==> src/wbr_pkg.sv <==
package wbr_pkg;

   // A data block shorter than this ends the transfer
   localparam logic [15:0] FULL_BLOCK_BYTES = 16'd512;
   localparam logic [7:0]  DATA_OPCODE      = 8'd3;

   // Configuration register indexes
   localparam logic REG_WINDOW_SIZE   = 1'b0;
   localparam logic REG_TIMEOUT_TICKS = 1'b1;

   typedef enum logic [1:0] {
      CMD_START  = 2'd0,
      CMD_PACKET = 2'd1,
      CMD_TICK   = 2'd2
   } cmd_type;

   typedef enum logic [2:0] {
      PH_IDLE   = 3'd0,
      PH_REQ    = 3'd1,
      PH_RECV   = 3'd2,
      PH_LINGER = 3'd3,
      PH_DONE   = 3'd4
   } phase_type;

   typedef struct packed {
      cmd_type     cmd;
      logic [7:0]  packet_opcode;
      logic [15:0] blk_num;
      logic [9:0]  payload_size;
   } item_type;

   typedef struct packed {
      logic        send_request;
      logic        send_ack;
      logic [15:0] ack_block;
      logic        deliver_block;
      logic [9:0]  deliver_size;
      logic        transfer_done;
      phase_type   phase_now;
   } result_type;

   typedef struct packed {
      logic [7:0]  window_size;
      logic [15:0] timeout_ticks;
   } cfg_type;

endpackage

==> src/wbr_core.sv <==
module wbr_core import wbr_pkg::*; (
   input  logic       clock,
   input  logic       reset,
   input  logic       step_en,
   input  item_type   item,
   input  cfg_type    cfg,
   output result_type result
);

   phase_type   phase_ff, phase_in;
   logic [15:0] expected_ff, expected_in;
   logic [7:0]  window_ff, window_in;
   logic [15:0] last_acked_ff, last_acked_in;
   logic        acked_valid_ff, acked_valid_in;
   logic [15:0] idle_ff, idle_in;
   logic [15:0] since_ff, since_in;

   phase_type   rx_phase;
   logic        is_data, in_order, is_short, ooo_ack, silence_to;
   logic [15:0] idle_inc, idle_after, expected_inc;
   logic [7:0]  window_dec;

   // A packet while requesting is handled as if already receiving
   assign rx_phase     = (phase_ff == PH_REQ) ? PH_RECV : phase_ff;
   assign is_data      = (item.packet_opcode == DATA_OPCODE);
   assign in_order     = (item.blk_num == expected_ff);
   assign is_short     = ({6'd0, item.payload_size} < FULL_BLOCK_BYTES);
   assign expected_inc = expected_ff + 16'd1;
   assign window_dec   = (window_ff != 8'd0) ? window_ff - 8'd1 : 8'd0;
   assign ooo_ack      = !acked_valid_ff || (last_acked_ff != expected_ff) ||
                         (since_ff >= cfg.timeout_ticks);

   // Silence counter saturates, then wraps to zero on timeout
   assign idle_inc   = (idle_ff != 16'hFFFF) ? idle_ff + 16'd1 : idle_ff;
   assign silence_to = (idle_inc >= cfg.timeout_ticks);
   assign idle_after = silence_to ? 16'd0 : idle_inc;

   // Next state
   always_comb begin
      phase_in       = phase_ff;
      expected_in    = expected_ff;
      window_in      = window_ff;
      last_acked_in  = last_acked_ff;
      acked_valid_in = acked_valid_ff;
      idle_in        = idle_ff;
      since_in       = since_ff;
      case (item.cmd)
         CMD_START: begin
            phase_in       = PH_REQ;
            expected_in    = 16'd0;
            window_in      = cfg.window_size;
            last_acked_in  = 16'd0;
            acked_valid_in = 1'b0;
            idle_in        = 16'd0;
            since_in       = 16'd0;
         end
         CMD_PACKET: begin
            if (rx_phase == PH_RECV) begin
               phase_in = PH_RECV;
               idle_in  = 16'd0;
               if (is_data && in_order) begin
                  expected_in = expected_inc;
                  window_in   = window_dec;
                  if (is_short) begin
                     phase_in = PH_LINGER;
                  end else if (window_dec == 8'd0) begin
                     window_in = cfg.window_size;
                  end
               end else if (is_data && ooo_ack) begin
                  window_in      = cfg.window_size;
                  last_acked_in  = expected_ff;
                  acked_valid_in = 1'b1;
                  since_in       = 16'd0;
               end
            end else if (phase_ff == PH_LINGER) begin
               idle_in = 16'd0;
            end
         end
         CMD_TICK: begin
            if (since_ff < cfg.timeout_ticks) begin
               since_in = since_ff + 16'd1;
            end
            case (phase_ff)
               PH_REQ: begin
                  idle_in = idle_after;
               end
               PH_RECV: begin
                  idle_in = idle_after;
                  if (silence_to) begin
                     window_in = cfg.window_size;
                  end
               end
               PH_LINGER: begin
                  idle_in = idle_after;
                  if (silence_to) begin
                     phase_in = PH_DONE;
                  end
               end
               default: ;
            endcase
         end
         default: ;
      endcase
   end

   // Result
   always_comb begin
      result               = '0;
      result.phase_now     = phase_in;
      case (item.cmd)
         CMD_START: begin
            result.send_request = 1'b1;
         end
         CMD_PACKET: begin
            if (rx_phase == PH_RECV) begin
               if (is_data && in_order) begin
                  result.deliver_block = 1'b1;
                  result.deliver_size  = item.payload_size;
                  if (is_short || (window_dec == 8'd0)) begin
                     result.send_ack  = 1'b1;
                     result.ack_block = expected_inc;
                  end
               end else if (is_data && ooo_ack) begin
                  result.send_ack  = 1'b1;
                  result.ack_block = expected_ff;
               end
            end else if (phase_ff == PH_LINGER) begin
               result.send_ack  = 1'b1;
               result.ack_block = expected_ff;
            end
         end
         CMD_TICK: begin
            case (phase_ff)
               PH_REQ:    result.send_request  = silence_to;
               PH_RECV: begin
                  if (silence_to) begin
                     result.send_ack  = 1'b1;
                     result.ack_block = expected_ff;
                  end
               end
               PH_LINGER: result.transfer_done = silence_to;
               default: ;
            endcase
         end
         default: ;
      endcase
   end

   always_ff @(posedge clock) begin
      if (reset) begin
         phase_ff       <= PH_IDLE;
         expected_ff    <= 16'd0;
         window_ff      <= 8'd0;
         last_acked_ff  <= 16'd0;
         acked_valid_ff <= 1'b0;
         idle_ff        <= 16'd0;
         since_ff       <= 16'd0;
      end else if (step_en) begin
         phase_ff       <= phase_in;
         expected_ff    <= expected_in;
         window_ff      <= window_in;
         last_acked_ff  <= last_acked_in;
         acked_valid_ff <= acked_valid_in;
         idle_ff        <= idle_in;
         since_ff       <= since_in;
      end
   end

endmodule

==> src/windowed_block_receiver_top.sv <==
// Receiver side of a windowed block transfer. Each item is one event (start,
// packet arrived, one tick) and yields exactly one result item saying whether
// to send the read request or an acknowledgement, whether to keep the payload,
// and the phase afterwards. One item is taken every cycle while the output
// does not stall: an item taken sits in the input register, the state update
// and result are formed in the logic behind it, and the result register loads
// them once it is empty or its result is taken. While a result waits with
// rsp_tready low, one more item can be taken into the input register; req_tready
// then stays low until the result is taken. Registers are to be written through
// the csr port only while no item is in flight; the block does not enforce it.
module windowed_block_receiver_top import wbr_pkg::*; (
   input  logic        clock,
   input  logic        reset,
   input  logic        req_tvalid,
   output logic        req_tready,
   input  logic [1:0]  req_tuser,   // cmd
   input  logic [39:0] req_tdata,   // packet_opcode, blk_num, payload_size, zero fill
   output logic        rsp_tvalid,
   input  logic        rsp_tready,
   // send_request, send_ack, ack_block, deliver_block, deliver_size,
   // transfer_done, phase_now, zero fill
   output logic [39:0] rsp_tdata,
   input  logic        csr_we,
   input  logic        csr_waddr,
   input  logic [15:0] csr_wdata
);

   cfg_type    cfg_ff;
   logic       in_valid_ff, out_valid_ff;
   item_type   item_ff;
   result_type result_ff, result;
   logic       advance, step_en;

   always_ff @(posedge clock) begin
      if (reset) begin
         cfg_ff.window_size   <= 8'd8;
         cfg_ff.timeout_ticks <= 16'd1000;
      end else if (csr_we) begin
         case (csr_waddr)
            REG_WINDOW_SIZE:   cfg_ff.window_size   <= csr_wdata[7:0];
            REG_TIMEOUT_TICKS: cfg_ff.timeout_ticks <= csr_wdata;
            default: ;
         endcase
      end
   end

   // Result register moves when empty or taken; input register drains into it
   assign advance    = !out_valid_ff || rsp_tready;
   assign step_en    = in_valid_ff && advance;
   assign req_tready = !in_valid_ff || advance;

   always_ff @(posedge clock) begin
      if (reset) begin
         in_valid_ff <= 1'b0;
      end else if (req_tready) begin
         in_valid_ff <= req_tvalid;
      end
   end

   always_ff @(posedge clock) begin
      if (req_tvalid && req_tready) begin
         item_ff.cmd           <= cmd_type'(req_tuser);
         item_ff.packet_opcode <= req_tdata[7:0];
         item_ff.blk_num       <= req_tdata[23:8];
         item_ff.payload_size  <= req_tdata[33:24];
      end
   end

   wbr_core u_core (
      .clock   (clock),
      .reset   (reset),
      .step_en (step_en),
      .item    (item_ff),
      .cfg     (cfg_ff),
      .result  (result)
   );

   always_ff @(posedge clock) begin
      if (reset) begin
         out_valid_ff <= 1'b0;
      end else if (advance) begin
         out_valid_ff <= in_valid_ff;
      end
   end

   always_ff @(posedge clock) begin
      if (step_en) begin
         result_ff <= result;
      end
   end

   assign rsp_tvalid = out_valid_ff;
   assign rsp_tdata  = {7'd0,
                        result_ff.phase_now,
                        result_ff.transfer_done,
                        result_ff.deliver_size,
                        result_ff.deliver_block,
                        result_ff.ack_block,
                        result_ff.send_ack,
                        result_ff.send_request};

   a_ack_phase: assert property (@(posedge clock) disable iff (reset)
      rsp_tvalid && result_ff.send_ack |->
         result_ff.phase_now == PH_RECV || result_ff.phase_now == PH_LINGER)
      else $error("acknowledgement outside receiving or lingering");

   a_done_phase: assert property (@(posedge clock) disable iff (reset)
      rsp_tvalid && result_ff.transfer_done |-> result_ff.phase_now == PH_DONE)
      else $error("transfer done without done phase");

   a_req_excl: assert property (@(posedge clock) disable iff (reset)
      rsp_tvalid && result_ff.send_request |->
         !result_ff.send_ack && !result_ff.deliver_block && !result_ff.transfer_done)
      else $error("request sent together with other action");

   a_size_zero: assert property (@(posedge clock) disable iff (reset)
      rsp_tvalid && !result_ff.deliver_block |-> result_ff.deliver_size == 10'd0)
      else $error("size without delivery");

   a_drain: assert property (@(posedge clock) disable iff (reset)
      in_valid_ff && advance |=> rsp_tvalid)
      else $error("processed item lost");

endmodule
==> config.mk <==
export PLATFORM = sky130hd
export DESIGN_NAME = windowed_block_receiver_top
export DESIGN_NICKNAME = d
export VERILOG_FILES = /design/src/wbr_pkg.sv /design/src/wbr_core.sv /design/src/windowed_block_receiver_top.sv
export SDC_FILE = /design/constraint.sdc
export NUM_CORES = 1
export LEC_CHECK = 0
export BUFFER_PORTS_ARGS = -buffer_cell sky130_fd_sc_hd__buf_2
export CORE_MARGIN = 2
export CORE_UTILIZATION = 39
export CTS_CLUSTER_DIAMETER = 30
export CTS_CLUSTER_SIZE = 8
export DETAILED_ROUTE_END_ITERATION = 8
export PLACE_DENSITY = 0.59
export REMOVE_ABC_BUFFERS = 1
export SLEW_MARGIN = 20
export SYNTH_ARGS = -nofsm -noshare
export SYNTH_HDL_FRONTEND = slang
export SYNTH_SLANG_ARGS = --single-unit
==> constraint.sdc <==
create_clock -name clock -period 6.4 [get_ports clock]
set_clock_uncertainty 0.2 [all_clocks]
set_input_delay 1.28 -clock clock [delete_from_list [all_inputs] [get_ports clock]]
set_output_delay 1.28 -clock clock [all_outputs]
set_load 0.01 [all_outputs]
==> impl_metrics.json <==
{
  "first_pass_iters": 6,
  "num_vias": 7789,
  "clk-insertion-delay-late_ns": 0.44,
  "cts-resized-gates": 0,
  "tightest_slew_ns": 1.11,
  "async_reset_ff_share_pct": 0,
  "grt_pass1_wl_mm": 39.1,
  "grt_max_degree": 45,
  "grt_pass1_vias": 7366,
  "cp_top_family": "simple AND/OR/NAND/NOR gates",
  "status": "complete, no violations",
  "worst_slack_ns": 1.24,
  "die_area_sq_mm": 0.0253,
  "synth_edf_count": 69,
  "num_antenna_cells": 0,
  "cts_setup_buffers": 0,
  "p_per_area_mw_per_mm2": 228,
  "synth_area_sq_mm": 0.00938,
  "cts_tree": "done",
  "start_util_pct": 39.8,
  "ios": 106,
  "cp_max_fo": 15,
  "clockBufferDepth": 2,
  "root_buffer": "clkbuf_16",
  "port_buffers": 92,
  "post-place-cells": 1381,
  "p_leak_nw": 4.15,
  "slew_headroom_pct": 25.8,
  "dp_hpwl_mm": 17.2,
  "grt_usage_pct": 19.0,
  "cp_num_buf_inv": 0,
  "critPathArrivalTime_ns": 5.15,
  "wl_met2_mm": 10.5,
  "htreeDepth": 4,
  "wl_met3_mm": 1.38,
  "ctsHoldBuffers": 0,
  "ys.flop_type": "dfxtp_1",
  "hold_class": "register to register",
  "wire_per_inst_um": 17.2,
  "cts_sinks": 171,
  "via_per_inst": 5.51,
  "final.hold.worst_slack_ns": 0.258,
  "cts.clk_slew.worst_paths_ns": 0.08,
  "syn_avg_cell_area_sq_um": 9.11,
  "area_delta_synth_final_pct": 13.2,
  "netlist_instances": 1030,
  "setup_tns_ns": 0,
  "stdcell_count": 1413,
  "wl_mm": 24.3,
  "antenna_left": 0,
  "hold_viol": 0,
  "num_rows": 56,
  "gp_congestion": 0.839,
  "critPathMaxStageDelay_ns": 0.67,
  "top_layer_used": "met4",
  "route.detailed.drc": 0,
  "start_kind": "register",
  "period_share_pct": 80.6,
  "yosysWarnings": 0,
  "finalSetupViolations": 0,
  "ys_ff_latch": 171,
  "path_class": "register to register",
  "die_h_um": 159,
  "antenna_found_initial": 0,
  "cpMostUsedCell": "ha_1",
  "post-place-ws_ns": 1.30,
  "fin_crit_ns": 5.16,
  "timing.max_cap.violations": 0,
  "layout_commonest_cell": "nand2_1",
  "coreArea_sq_mm": 0.0235,
  "slew_viol_final": 0,
  "crit_slowest_cell": "or3_1",
  "numCtsBuffers": 17,
  "die_w_um": 159,
  "grt_overflow_total": 0,
  "met1_length_mm": 12.0,
  "final_cell_mix": "nand2_1, dfxtp_1, buf_2",
  "rsz0062_at_grt": "false",
  "max_freq_ghz": 0.194,
  "drive_above_1_share_pct": 15.2,
  "path_cells": "ha_1, nand2_1, or4_1, o21ai_0, nor2_1, xor2_1, ha_1, a21o_1, a31oi_1, nor4bb_1, a21oi_1, o2111a_1, or3_1, mux2_2",
  "synth_cell_types": 73,
  "drtIter0Drc": 572,
  "yosysSeqAreaShare_pct": 43.9,
  "cp-end-kind": "register",
  "peakVddDrop_v": 0.000150,
  "final_nets": 1185,
  "required_ns": 6.40
}
stage by stage:
stage,instance area [sq um],utilization (%),total power [mW]
2_1_floorplan,9060,-,1.31
3_3_place_gp,10000,42.5,1.38
3_5_place_dp,10000,42.5,1.39
4_1_cts,10600,45.1,2.45
5_1_grt,10600,45.1,2.52
6_report,10600,45.1,2.43
worst paths after layout:
check                            startpoint                      to  slack, ns  cells past startpoint
max          u_core.idle_ff[0]$_SDFFE_PP0P_  rsp_tdata[2]$_DFFE_PP_       1.24                     14
min                  cfg_ff[2]$_SDFFE_PP0P_  cfg_ff[2]$_SDFFE_PP0P_       0.26                      2
max reg2reg  u_core.idle_ff[0]$_SDFFE_PP0P_  rsp_tdata[2]$_DFFE_PP_       1.24                     14
min reg2reg          cfg_ff[2]$_SDFFE_PP0P_  cfg_ff[2]$_SDFFE_PP0P_       0.26                      2
where the power goes:
part / total [mW] / switching, mW / internal (mW)
Combinational: 0.182 / 0.121 / 0.0609
Sequential: 1.18 / 0.0148 / 1.17
Clock: 1.06 / 0.501 / 0.564
Total: 2.43 / 0.637 / 1.79
Yosys cell counts (all sizes together), types with 13 or more instances:
| cell type | n | area (sq um) |
|---|---|---|
| o21ai | 33 | 165 |
| buf | 19 | 120 |
| a21o | 19 | 143 |
| mux2i | 13 | 130 |
| and2 | 19 | 119 |
| inv | 34 | 128 |
| a21oi | 80 | 427 |
| nor3 | 23 | 120 |
| and3 | 14 | 87.6 |
| dfxtp | 102 | 2040 |
| edfxtp | 69 | 2070 |
| a22o | 17 | 149 |
| nor2 | 76 | 285 |
| nor4 | 16 | 100 |
| clkbuf | 58 | 218 |
| ha | 40 | 500 |
| xor2 | 31 | 272 |
| nand4 | 29 | 181 |
| nand3 | 42 | 210 |
| xnor2 | 14 | 123 |
| nand2 | 111 | 417 |
| a211oi | 19 | 143 |
kinds of logic after synthesis:
| kind of cell | after synthesis | synth area share [%] |
|---|---|---|
| buffers and inverters | 111 | 4.96 |
| flip-flops | 171 | 43.9 |
| AO/OA/AOI/OAI | 257 | 19.1 |
| other | 1 | 0.0400 |
| XOR/XNOR | 45 | 4.20 |
| adder cells (fa/ha/maj) | 40 | 5.34 |
| AND/OR/NAND/NOR | 389 | 20.7 |
| multiplexers | 16 | 1.75 |
registers in the layout, indices dropped and copies added, names as in the netlist:
name                   flops
u_core.acked_valid_ff      1
u_core.since_ff           16
rsp_tvalid                 1
u_core.phase_ff            3
u_core.expected_ff        16
in_valid_ff                1
u_core.last_acked_ff      16
item_ff                   36
u_core.idle_ff            16
cfg_ff                    24
rsp_tdata                 33
u_core.window_ff           8
final cells by class:
cell class / instances / area, sq um
well taps: 319 / 399
flip-flops and latches: 171 / 4110
clock buffers: 17 / 425
clock inverters: 15 / 185
repair buffers: 103 / 543
multi-input cells: 754 / 4830
inverters: 34 / 128
fillers: 2314 / 12900
worst register-to-register path: stages, from the launching register on:
cell and delay [ns]:
dfxtp_1 0.39, ha_1 0.23, nand2_1 0.15, or4_1 0.61, o21ai_0 0.45, nor2_1 0.10, xor2_1 0.21, ha_1 0.28
a21o_1 0.18, a31oi_1 0.21, nor4bb_1 0.32, a21oi_1 0.22, o2111a_1 0.31, or3_1 0.67, mux2_2 0.39
layer usage:
layer | up-vias | track usage, %
met1 | 3650 | 27.1
li1 | 3884 | -
met5 | - | 0
met3 | 25 | 4.48
met4 | 0 | 5.41
met2 | 230 | 28.9
Power figures use the tool's default switching activity.
